## src/rtl/core/crc_pkg.sv

```systemverilog
`default_nettype none

package crc_pkg;

  // Field widths
  localparam int CNT_W   = 16;           // sensor count
  localparam int RATIO_W = 8;            // saturated ratio
  localparam int DVD_W   = 23;           // count * 100 fits in 23 bits
  localparam int STEP_W  = $clog2(DVD_W);
  localparam int CFG_W   = 8;            // widest register
  localparam int IDX_W   = 3;            // eight registers

  // Register indexes
  localparam logic [IDX_W-1:0] REG_WHITE_LO    = 3'd0;
  localparam logic [IDX_W-1:0] REG_WHITE_HI    = 3'd1;
  localparam logic [IDX_W-1:0] REG_WHITE_GREEN = 3'd2;
  localparam logic [IDX_W-1:0] REG_BLUE_MIN    = 3'd3;
  localparam logic [IDX_W-1:0] REG_GREEN_MAX   = 3'd4;
  localparam logic [IDX_W-1:0] REG_RED_LO      = 3'd5;
  localparam logic [IDX_W-1:0] REG_RED_HI      = 3'd6;
  localparam logic [IDX_W-1:0] REG_RED_GREEN   = 3'd7;

  // Register reset values
  localparam logic [CFG_W-1:0] RST_WHITE_LO    = 8'd105;
  localparam logic [CFG_W-1:0] RST_WHITE_HI    = 8'd140;
  localparam logic [CFG_W-1:0] RST_WHITE_GREEN = 8'd100;
  localparam logic [CFG_W-1:0] RST_BLUE_MIN    = 8'd140;
  localparam logic [CFG_W-1:0] RST_GREEN_MAX   = 8'd90;
  localparam logic [CFG_W-1:0] RST_RED_LO      = 8'd95;
  localparam logic [CFG_W-1:0] RST_RED_HI      = 8'd105;
  localparam logic [CFG_W-1:0] RST_RED_GREEN   = 8'd105;

  // Filter phases
  localparam logic [1:0] PH_CLEAR = 2'd0;
  localparam logic [1:0] PH_BLUE  = 2'd1;
  localparam logic [1:0] PH_RED   = 2'd2;
  localparam logic [1:0] PH_GREEN = 2'd3;

  // Colour codes
  localparam logic [1:0] COL_RED   = 2'd0;
  localparam logic [1:0] COL_BLUE  = 2'd1;
  localparam logic [1:0] COL_OTHER = 2'd2;

  localparam logic [RATIO_W-1:0] RATIO_MAX = 8'hFF;

  // Request to the shared divider
  typedef struct packed {
    logic             start;
    logic [DVD_W-1:0] dividend;
    logic [CNT_W-1:0] divisor;
  } div_req_t;

  // Divider response: done pulses once, ratio holds until the next start
  typedef struct packed {
    logic               busy;
    logic               done;
    logic [RATIO_W-1:0] ratio;
  } div_rsp_t;

endpackage

`default_nettype wire

```

## src/rtl/core/color_ratio_classifier.sv

```systemverilog
// Channel  Direction  Handshake          Word
// in_      input      in_valid/in_stall  in_sample_count
// out_     output     out_valid/out_stall next selects, decision, colour, four matches
// cfg_     input      cfg_we             cfg_index, cfg_wdata (8 bit registers)
//
// Clear, blue and red counts give their result in the cycle after acceptance.
// The green count runs three 23-step divisions on one restoring divider, each
// through ST_START and ST_WAIT; then ST_EMIT loads the result register when out_free.
// Sync active-low rst_n clears phase, counts bar green, histories; presets registers.
// in_stall is high while a round is computed and while a held result is stalled.
`default_nettype none

module color_ratio_classifier (
  input  wire logic                        clk,
  input  wire logic                        rst_n,
  input  wire logic                        in_valid,
  output logic                             in_stall,
  input  wire logic [crc_pkg::CNT_W-1:0]   in_sample_count,
  output logic                             out_valid,
  input  wire logic                        out_stall,
  output logic                             out_next_select_s2,
  output logic                             out_next_select_s3,
  output logic                             out_decision_valid,
  output logic [1:0]                       out_color_code,
  output logic                             out_white_match,
  output logic                             out_blue_match,
  output logic                             out_green_match,
  output logic                             out_red_match,
  input  wire logic                        cfg_we,
  input  wire logic [crc_pkg::IDX_W-1:0]   cfg_index,
  input  wire logic [crc_pkg::CFG_W-1:0]   cfg_wdata
);
  import crc_pkg::*;

  localparam logic [1:0] ST_IDLE  = 2'd0;
  localparam logic [1:0] ST_START = 2'd1;
  localparam logic [1:0] ST_WAIT  = 2'd2;
  localparam logic [1:0] ST_EMIT  = 2'd3;

  // Configuration registers
  logic [CFG_W-1:0] white_lo_r, white_hi_r, white_green_r, blue_min_r;
  logic [CFG_W-1:0] green_max_r, red_lo_r, red_hi_r, red_green_r;

  always_ff @(posedge clk) begin
    if (!rst_n) begin
      white_lo_r    <= RST_WHITE_LO;
      white_hi_r    <= RST_WHITE_HI;
      white_green_r <= RST_WHITE_GREEN;
      blue_min_r    <= RST_BLUE_MIN;
      green_max_r   <= RST_GREEN_MAX;
      red_lo_r      <= RST_RED_LO;
      red_hi_r      <= RST_RED_HI;
      red_green_r   <= RST_RED_GREEN;
    end else if (cfg_we) begin
      case (cfg_index)
        REG_WHITE_LO:    white_lo_r    <= cfg_wdata;
        REG_WHITE_HI:    white_hi_r    <= cfg_wdata;
        REG_WHITE_GREEN: white_green_r <= cfg_wdata;
        REG_BLUE_MIN:    blue_min_r    <= cfg_wdata;
        REG_GREEN_MAX:   green_max_r   <= cfg_wdata;
        REG_RED_LO:      red_lo_r      <= cfg_wdata;
        REG_RED_HI:      red_hi_r      <= cfg_wdata;
        REG_RED_GREEN:   red_green_r   <= cfg_wdata;
        default: ;
      endcase
    end
  end

  // Sequencer state
  logic [1:0]         state_r;
  logic [1:0]         phase_r;
  logic [1:0]         sel_r;        // 0 blue, 1 red, 2 green ratio
  logic [CNT_W-1:0]   clear_count_r, blue_count_r, red_count_r, green_count_r;
  logic [RATIO_W-1:0] ratio_b_r, ratio_r_r, ratio_g_r;
  logic [3:0]         white_hist_r, blue_hist_r, green_hist_r, red_hist_r;

  // Output register
  logic       out_valid_r;
  logic       out_s2_r, out_s3_r, out_dv_r;
  logic [1:0] out_code_r;
  logic       out_mw_r, out_mb_r, out_mg_r, out_mr_r;

  logic in_acc;
  logic out_free;

  assign out_free = !out_valid_r || !out_stall;
  assign in_stall = (state_r != ST_IDLE) || !out_free;
  assign in_acc   = in_valid && !in_stall;

  // Divider request: selected count times 100 by shift and add
  div_req_t         div_req;
  div_rsp_t         div_rsp;
  logic [CNT_W-1:0] div_count;
  logic [DVD_W-1:0] count_ext;

  always_comb begin
    case (sel_r)
      2'd0:    div_count = blue_count_r;
      2'd1:    div_count = red_count_r;
      default: div_count = green_count_r;
    endcase
  end

  assign count_ext        = DVD_W'(div_count);
  assign div_req.start    = (state_r == ST_START);
  assign div_req.dividend = (count_ext << 6) + (count_ext << 5) + (count_ext << 2);
  assign div_req.divisor  = clear_count_r;

  crc_div u_div (
    .clk   (clk),
    .rst_n (rst_n),
    .req   (div_req),
    .rsp   (div_rsp)
  );

  // Threshold matches on the finished ratios
  logic       m_white, m_blue, m_green, m_red;
  logic [3:0] white_hist_nxt, blue_hist_nxt, green_hist_nxt, red_hist_nxt;
  logic [1:0] code_nxt;

  always_comb begin
    m_white = (ratio_r_r > white_lo_r) && (ratio_r_r < white_hi_r) &&
              (ratio_b_r > white_lo_r) && (ratio_b_r < white_hi_r) &&
              (ratio_g_r < white_green_r);
    m_blue  = (ratio_b_r > blue_min_r) && (ratio_r_r > blue_min_r);
    m_green = (ratio_r_r < green_max_r) && (ratio_b_r < green_max_r);
    m_red   = (ratio_r_r > red_lo_r) && (ratio_r_r < red_hi_r) &&
              (ratio_b_r > red_lo_r) && (ratio_b_r < red_hi_r) &&
              (ratio_g_r < red_green_r);
    white_hist_nxt = {white_hist_r[2:0], m_white};
    blue_hist_nxt  = {blue_hist_r[2:0], m_blue};
    green_hist_nxt = {green_hist_r[2:0], m_green};
    red_hist_nxt   = {red_hist_r[2:0], m_red};
    if (&red_hist_nxt)       code_nxt = COL_RED;
    else if (&blue_hist_nxt) code_nxt = COL_BLUE;
    else                     code_nxt = COL_OTHER;
  end

  // Sequencer and round state
  always_ff @(posedge clk) begin
    if (!rst_n) begin
      state_r       <= ST_IDLE;
      phase_r       <= PH_CLEAR;
      sel_r         <= 2'd0;
      clear_count_r <= '0;
      blue_count_r  <= '0;
      red_count_r   <= '0;
      white_hist_r  <= '0;
      blue_hist_r   <= '0;
      green_hist_r  <= '0;
      red_hist_r    <= '0;
    end else begin
      case (state_r)
        ST_IDLE: begin
          if (in_acc) begin
            phase_r <= phase_r + 2'd1;
            case (phase_r)
              PH_CLEAR: clear_count_r <= in_sample_count;
              PH_BLUE:  blue_count_r  <= in_sample_count;
              PH_RED:   red_count_r   <= in_sample_count;
              default: begin
                green_count_r <= in_sample_count;
                sel_r         <= 2'd0;
                state_r       <= ST_START;
              end
            endcase
          end
        end
        ST_START: state_r <= ST_WAIT;
        ST_WAIT: begin
          if (div_rsp.done) begin
            case (sel_r)
              2'd0:    ratio_b_r <= div_rsp.ratio;
              2'd1:    ratio_r_r <= div_rsp.ratio;
              default: ratio_g_r <= div_rsp.ratio;
            endcase
            sel_r   <= sel_r + 2'd1;
            state_r <= (sel_r == 2'd2) ? ST_EMIT : ST_START;
          end
        end
        ST_EMIT: begin
          if (out_free) begin
            white_hist_r <= white_hist_nxt;
            blue_hist_r  <= blue_hist_nxt;
            green_hist_r <= green_hist_nxt;
            red_hist_r   <= red_hist_nxt;
            state_r      <= ST_IDLE;
          end
        end
        default: state_r <= ST_IDLE;
      endcase
    end
  end

  // Result register
  logic [1:0] ph_next;
  assign ph_next = phase_r + 2'd1;

  always_ff @(posedge clk) begin
    if (!rst_n) begin
      out_valid_r <= 1'b0;
    end else if (in_acc && phase_r != PH_GREEN) begin
      out_valid_r <= 1'b1;
    end else if (state_r == ST_EMIT && out_free) begin
      out_valid_r <= 1'b1;
    end else if (!out_stall) begin
      out_valid_r <= 1'b0;
    end
  end

  always_ff @(posedge clk) begin
    if (in_acc && phase_r != PH_GREEN) begin
      out_s2_r   <= (ph_next == PH_GREEN);
      out_s3_r   <= (ph_next == PH_BLUE) || (ph_next == PH_GREEN);
      out_dv_r   <= 1'b0;
      out_code_r <= COL_RED;
      out_mw_r   <= 1'b0;
      out_mb_r   <= 1'b0;
      out_mg_r   <= 1'b0;
      out_mr_r   <= 1'b0;
    end else if (state_r == ST_EMIT && out_free) begin
      // next filter after green is clear
      out_s2_r   <= 1'b1;
      out_s3_r   <= 1'b0;
      out_dv_r   <= 1'b1;
      out_code_r <= code_nxt;
      out_mw_r   <= m_white;
      out_mb_r   <= m_blue;
      out_mg_r   <= m_green;
      out_mr_r   <= m_red;
    end
  end

  assign out_valid          = out_valid_r;
  assign out_next_select_s2 = out_s2_r;
  assign out_next_select_s3 = out_s3_r;
  assign out_decision_valid = out_dv_r;
  assign out_color_code     = out_code_r;
  assign out_white_match    = out_mw_r;
  assign out_blue_match     = out_mb_r;
  assign out_green_match    = out_mg_r;
  assign out_red_match      = out_mr_r;

  // Checks
  a_decision_on_wrap: assert property (@(posedge clk) disable iff (!rst_n)
    out_valid_r && out_dv_r |-> out_s2_r && !out_s3_r)
    else $error("decision word without a wrap to the clear filter");

  a_green_starts_round: assert property (@(posedge clk) disable iff (!rst_n)
    in_acc && phase_r == PH_GREEN |=> state_r == ST_START && phase_r == PH_CLEAR)
    else $error("green count did not start the ratio round");

  a_div_idle_outside_round: assert property (@(posedge clk) disable iff (!rst_n)
    state_r == ST_IDLE |-> !div_rsp.busy)
    else $error("divider busy while sequencer idle");

  a_code_range: assert property (@(posedge clk) disable iff (!rst_n)
    out_valid_r |-> out_code_r != 2'd3)
    else $error("colour code out of range");

  a_emit_once: assert property (@(posedge clk) disable iff (!rst_n)
    state_r == ST_EMIT && out_free |=> state_r == ST_IDLE && out_valid_r && out_dv_r)
    else $error("round result not loaded");

endmodule

`default_nettype wire

```

## src/rtl/core/crc_div.sv

```systemverilog
`default_nettype none

module crc_div (
  input  wire logic             clk,
  input  wire logic             rst_n,
  input  wire crc_pkg::div_req_t req,
  output crc_pkg::div_rsp_t     rsp
);
  import crc_pkg::*;

  logic              busy_r;
  logic              done_r;
  logic [STEP_W-1:0] step_r;
  logic [DVD_W-1:0]  dvd_r;
  logic [DVD_W-1:0]  quo_r;
  logic [CNT_W-1:0]  rem_r;
  logic [CNT_W-1:0]  dsr_r;

  logic [CNT_W:0]    trial;
  logic [CNT_W:0]    diff;
  logic              fits;

  // One restoring step: bring down the next dividend bit, try the subtract.
  // A zero divisor always fits, so the quotient comes out all ones and saturates.
  assign trial = {rem_r, dvd_r[DVD_W-1]};
  assign diff  = trial - {1'b0, dsr_r};
  assign fits  = (trial >= {1'b0, dsr_r});

  // Control
  always_ff @(posedge clk) begin
    if (!rst_n) begin
      busy_r <= 1'b0;
      done_r <= 1'b0;
      step_r <= '0;
    end else begin
      done_r <= 1'b0;
      if (req.start && !busy_r) begin
        busy_r <= 1'b1;
        step_r <= STEP_W'(DVD_W - 1);
      end else if (busy_r) begin
        step_r <= step_r - 1'b1;
        if (step_r == '0) begin
          busy_r <= 1'b0;
          done_r <= 1'b1;
        end
      end
    end
  end

  // Datapath
  always_ff @(posedge clk) begin
    if (req.start && !busy_r) begin
      dvd_r <= req.dividend;
      dsr_r <= req.divisor;
      rem_r <= '0;
      quo_r <= '0;
    end else if (busy_r) begin
      dvd_r <= {dvd_r[DVD_W-2:0], 1'b0};
      rem_r <= fits ? diff[CNT_W-1:0] : trial[CNT_W-1:0];
      quo_r <= {quo_r[DVD_W-2:0], fits};
    end
  end

  // Saturate anything above eight bits
  assign rsp.busy  = busy_r;
  assign rsp.done  = done_r;
  assign rsp.ratio = (|quo_r[DVD_W-1:RATIO_W]) ? RATIO_MAX : quo_r[RATIO_W-1:0];

endmodule

`default_nettype wire

```

## config.mk

```make
export PLATFORM = sky130hd
export DESIGN_NAME = color_ratio_classifier
export DESIGN_NICKNAME = d
export VERILOG_FILES = /design/src/rtl/core/crc_pkg.sv /design/src/rtl/core/color_ratio_classifier.sv /design/src/rtl/core/crc_div.sv
export SDC_FILE = /design/constraint.sdc
export NUM_CORES = 1
export LEC_CHECK = 0
export ABC_CLOCK_PERIOD_IN_PS = 11800
export BUFFER_PORTS_ARGS = -buffer_cell sky130_fd_sc_hd__buf_4
export CELL_PAD_IN_SITES_DETAIL_PLACEMENT = 0
export CELL_PAD_IN_SITES_GLOBAL_PLACEMENT = 2
export CORE_MARGIN = 2
export CORE_UTILIZATION = 43
export DETAILED_ROUTE_END_ITERATION = 6
export PLACE_DENSITY_LB_ADDON = 0.05
export SYNTH_ARGS = -nofsm -noshare
export SYNTH_HDL_FRONTEND = slang
export SYNTH_SLANG_ARGS = --single-unit
```

## constraint.sdc

```tcl
create_clock -name clk -period 11.8 [get_ports clk]
set_input_delay 0 -clock clk [delete_from_list [all_inputs] [get_ports clk]]
set_output_delay 0 -clock clk [all_outputs]
set_load 0.005 [all_outputs]
```

# Word level (Yosys, flattened, before mapping)
# Index checks and enable logic that the tools add are counted.
# word_totals
regBits	259
inputBits	32
out_inout_bits	11
wordCells	171
# classes
add_sub_neg	6
n_lt_le_gt_ge	15
eq_ne	22
mux	30
n_bitwise	4
n_reduce_logical	57
# ops
cell	n
$lt 8x8->1	8
$gt 8x8->1	6
$mux 23	2
$pmux 16 s2	1
$reduce_and 4->1	8
$add 22x21->23	1
$add 23x18->23	1
$mux 2	10
$reduce_and 2->1	10
$ge 17x16->1	1
$mux 16	1
$sub 16x16->16	1
$reduce_or 15->1	1
$logic_and 1x1->1	14
$eq 3x3->1 const B	4
$mux 1	11
$eq 2x2->1 const B	5
$mux 5	2
$reduce_and 3->1	3
$eq 2x1->1 const B	4
$mux 8	1
$ne 2x2->1 const B	4
$pmux 2 s4	1
$reduce_bool 2->1	4
other kinds (15)	30

# Depth between registers and ports, before layout
# logic_depth
depth_word	8
depth_mapped	18
mapped_depth_nobuf	15

# Cells and area by module
# A second synthesis with hierarchy kept.
# unflattened
hier_cells	1571
hier_area_um2	14421.3
# modules_own_cells
module	n_inst	cells_each	area_each_um2	seq_area_each_um2
color_ratio_classifier	1	1138	10100.9	3903.7
crc_div	1	433	4320.4	2092.0

# Worst setup path before layout
# OpenSTA, ideal clock, no wires.
# synth_path
path_type	flip-flop to flip-flop
startpoint	register sel_r[0]
endpoint	register u_div.dvd_r[19], data pin
setup_ps	261
t_arrival_ps	3577
required_time_ps	11539
setup_slack_ps	7963
path_stages_with_launch	18
n_path_buf	3
synth_period_minus_slack_ps	3837
path_cell_list	dfxtp_1 inv_1 ha_1 clkbuf_1 nor2_1 clkbuf_1 nand2_1 nand2_1 xor2_1 ha_1 a21o_1 ha_1 clkbuf_1 and4_1 a31oi_1 a21oi_1 or2_2 a221o_1
# synth_via
elab_chain_cells	5
elab_cells_between_ends	6
cone_classes	2 x add/sub; 1 x eq/ne; 2 x mux; 1 x reduce/logical
# synth_lines
element	line	rtl
start, declared	color_ratio_classifier.sv:72	logic [1:0] sel_r;
start signal, assigned	color_ratio_classifier.sv:177	sel_r <= sel_r + 2'd1;
$eq 2x1->1 or $logic_not 2->1 (tied branches)	color_ratio_classifier.sv:97	case (sel_r)
$pmux 16 s2 (*)	color_ratio_classifier.sv:97	
$add 22x21->23	color_ratio_classifier.sv:106	assign div_req.dividend = (count_ext << 6) + (count_ext << 5) + (count_ext << 2);
$add 23x18->23 (*)	color_ratio_classifier.sv:106	
$mux 23 (*)	crc_div.sv:52	if (req.start && !busy_r) begin
end signal, assigned	crc_div.sv:53	dvd_r <= req.dividend;
end signal, assigned	crc_div.sv:58	dvd_r <= {dvd_r[DVD_W-2:0], 1'b0};
end, declared	crc_div.sv:14	logic [DVD_W-1:0] dvd_r;
# Every way passes the cells marked *; elsewhere a longest branch is shown, timed or not.
# A chain may end at the register's enable or synchronous reset.

# Worst setup path in the final report
# Same ends and word-level chain as after synthesis.

==> out/results.txt <==
Number of flops mapped to enable cells by yosys: 79
Final ANT Viol Nets: 0
Final HPWL DP: 27,400 um
Vias/cell: 5.48
Final Hold Vio Count: 0
Result of the run: completed
CP startpoint kind: register
R2R cell count: 13
Hold endpoint: green_count_r[6]
GRT Resource Usage Total: 23.1%
Finished Layout Cells: 2,011
Hold path start: in_sample_count[6]
Final setup viols: 0
Maximum clock rate: 207 MHz
Tmin final: 4.83 ns
Num rows: 65
#FFs+latches synth: 257
Synth-to-Final Area Change: 14.0%
Clk pin slew, worst setup/hold paths: 0.06 ns
Post-Route Setup TNS: 0 ns
Most frequent cells in the layout: nand2_1 (308), dfxtp_1 (178), ha_1 (161)
Dpl ws: 6.93 ns
Total inserted antenna cells: 0
Fraction of the mapped netlist area in adder cells: 14.8%
R2R setup slack: 6.97 ns
R2R Path End: u_div.dvd_r[19]
Async set-reset flop share out of synthesis: 0%
GRT overflow: 0
Sink Count: 257
Mux cell area share after synthesis: 0.144%
Total CTS buffers: 30
Routability cong.: 0.825
Die Ht: 184 um
Clock Skew: 0.0105 ns
Tcrit/Tclk final: 40.9%
Crit. End Element: register
Largest family of logic cells by synthesized area: compound AO/OA/AOI/OAI gates
Worst hold slack: 0.245 ns
Compound-Gate Fraction of Synth Area: 18.5%
Ys flop type: dfxtp_1
Worst rel slew slack: 26.1%
Crit-path max FO: 18
Final Max Tran Viols: 0
Post-synthesis cell type count: 67
Mapped Cells: 1,540
Share of layout cells above drive strength 1: 7.27%
Initial antenna violation count: 0
Max-cap check violation count: 0
Routed vias: 11,000
DR iter-0 viols: 632
Least-Margin Pin Slew: 1.10 ns
Routed WL: 38,700 um
I/O Buffers: 42
Pwr per Cell Area: 142 nW/um^2
Launch point of the worst reg-to-reg path: sel_r[0]
Maximum VDD drop: 106 uV
CTS tree: yes
Largest buffer count on any clock path: 3
Hold Path Depth: 2
Nets: 1,780
Drc violations: 0
Root buffer cell: clkbuf_16
Vias in the first global route: 10,800
Sequential-to-total area share from yosys stat: 42.8%
H-tree Lvls: 1
XOR/XNOR share of the synthesized area: 2.15%
Post-Syn Nets: 1,735
Drt pass-1 iters: 5
Die area: 33,700 um^2
Die width: 184 um
Placed Cells incl. Taps: 1,924
YS warnings: 0
Starting Density: 43.9%
RSZ-0062 raised after global routing: false
Commonest non-fill, non-tap cell in the layout: nand2_1
Core area: 31,600 um^2
First-pass GRT wire length: 60,800 um
Largest net degree at the start of global routing: 54
Ports: 43
Fin worst setup slack: 6.97 ns
WS Path Type: register to register
Hold Crit Class: input pin to register
Leakage: 6.68 nW
Required time of the worst setup path: 12.10 ns
Simple-gate share of the synthesized area: 16.9%
WP data arrival: 5.13 ns
Routed WL per cell: 19.3 um
Average size of a mapped cell: 9.01 um^2
Synthesized area: 13,900 um^2
Clock latency on the worst-skew pair: 0.55 ns
[routing by layer]
layer | vias to the layer above | routed length, um | part of all wire [%] | GRT usage (%)
li1 | 5594 | - | - | -
met1 | 5167 | 17300 | 45 | 29.0
met2 | 194 | 18900 | 49 | 41.5
met3 | 65 | 1280 | 3.3 | 2.81
met4 | 0 | 1210 | 3.1 | 7.10
met5 | - | 0 | 0 | 0
[worst max-delay path, stage by stage (launching register included)]
cell and delay (ns):
dfxtp_1 0.37, inv_1 0.08, ha_1 0.43, nor2_1 0.87, a21oi_1 0.37, xor2_1 0.25, ha_1 0.35, ha_1 0.33
a211oi_1 0.31, nor2_1 0.13, a31oi_1 0.32, a21oi_1 0.16, or2_2 0.33, a221o_1 0.29
[per-stage QoR]
stage	total power [mW]	util [%]	area, um^2
after floorplan	1.22	-	13900
after global placement	1.30	45.8	14500
after detailed placement	1.30	45.8	14500
after CTS	2.28	50.0	15800
after global routing	2.35	50.0	15800
final	2.25	50.0	15800
[worst max path at each step]
| stage | from | to | slack [ns] | cells after the start |
|---|---|---|---|---|
| detailed placement | sel_r[0] | u_div.dvd_r[19] | 6.93 | 13 |
| finish | sel_r[0] | u_div.dvd_r[19] | 6.97 | 13 |
| floorplan | sel_r[0] | u_div.dvd_r[19] | 7.96 | 17 |
| global placement | sel_r[0] | u_div.dvd_r[19] | 7.02 | 13 |
| global route | sel_r[0] | u_div.dvd_r[19] | 6.53 | 13 |
| CTS | sel_r[0] | u_div.dvd_r[19] | 6.91 | 13 |
[Yosys cell counts, drive strengths merged (15+ instances only)]
cell    number  area share [%]
clkbuf      64             1.8
nand2      308             8.3
a21o        28             1.5
inv        102             2.8
o211ai      36             1.9
dfxtp      178              26
or2         15            0.68
nor3        25            0.90
xor2        16             1.0
xnor2       18             1.1
nand3       40             1.4
a21oi      135             4.9
nor2        57             1.5
o21a        15            0.81
ha         161              15
o21ai       44             1.6
a22o        27             1.7
edfxtp      79              17
nand4       21            0.95
[state kept, by name, indices dropped and copies added (netlist names), 16 cells and up]
register and count:
u_div.dvd_r 21, u_div.quo_r 23, u_div.dsr_r 16, clear_count_r 16, blue_count_r 16, red_count_r 16, u_div.rem_r 16, green_count_r 16
[where the power goes]
part | total, mW | switching [mW] | internal [mW]
combinational | 0.325 | 0.193 | 0.131
clock | 0.955 | 0.373 | 0.582
sequential | 0.971 | 0.0252 | 0.946
total | 2.25 | 0.592 | 1.66
[cell families (layout without fill, tap and decap cells)]
| kind of cell | after synthesis | after routing |
|---|---|---|
| flip-flops | 257 | 257 |
| adder cells (fa/ha/maj) | 163 | 163 |
| buffers and inverters | 169 | 238 |
| AND/OR/NAND/NOR | 529 | 529 |
| AO/OA/AOI/OAI | 386 | 386 |
| multiplexers | 2 | 2 |
| XOR/XNOR | 34 | 34 |
[what timing repair did]
item	in CTS	in global routing
endpoints found under the hold margin	138	0
resized for setup	0	0
hold buffers	31	0
buffers inserted	0	0
[layout make-up]
| type | instances | area [um^2] |
|---|---|---|
| clock buffers | 37 | 830 |
| clock inverters | 19 | 191 |
| fillers | 3049 | 15800 |
| inverters | 102 | 384 |
| multi-input cells | 1114 | 7300 |
| flip-flops and latches | 257 | 5940 |
| well taps | 402 | 503 |
| repair buffers | 80 | 678 |
(Power assumes the default switching activity.)
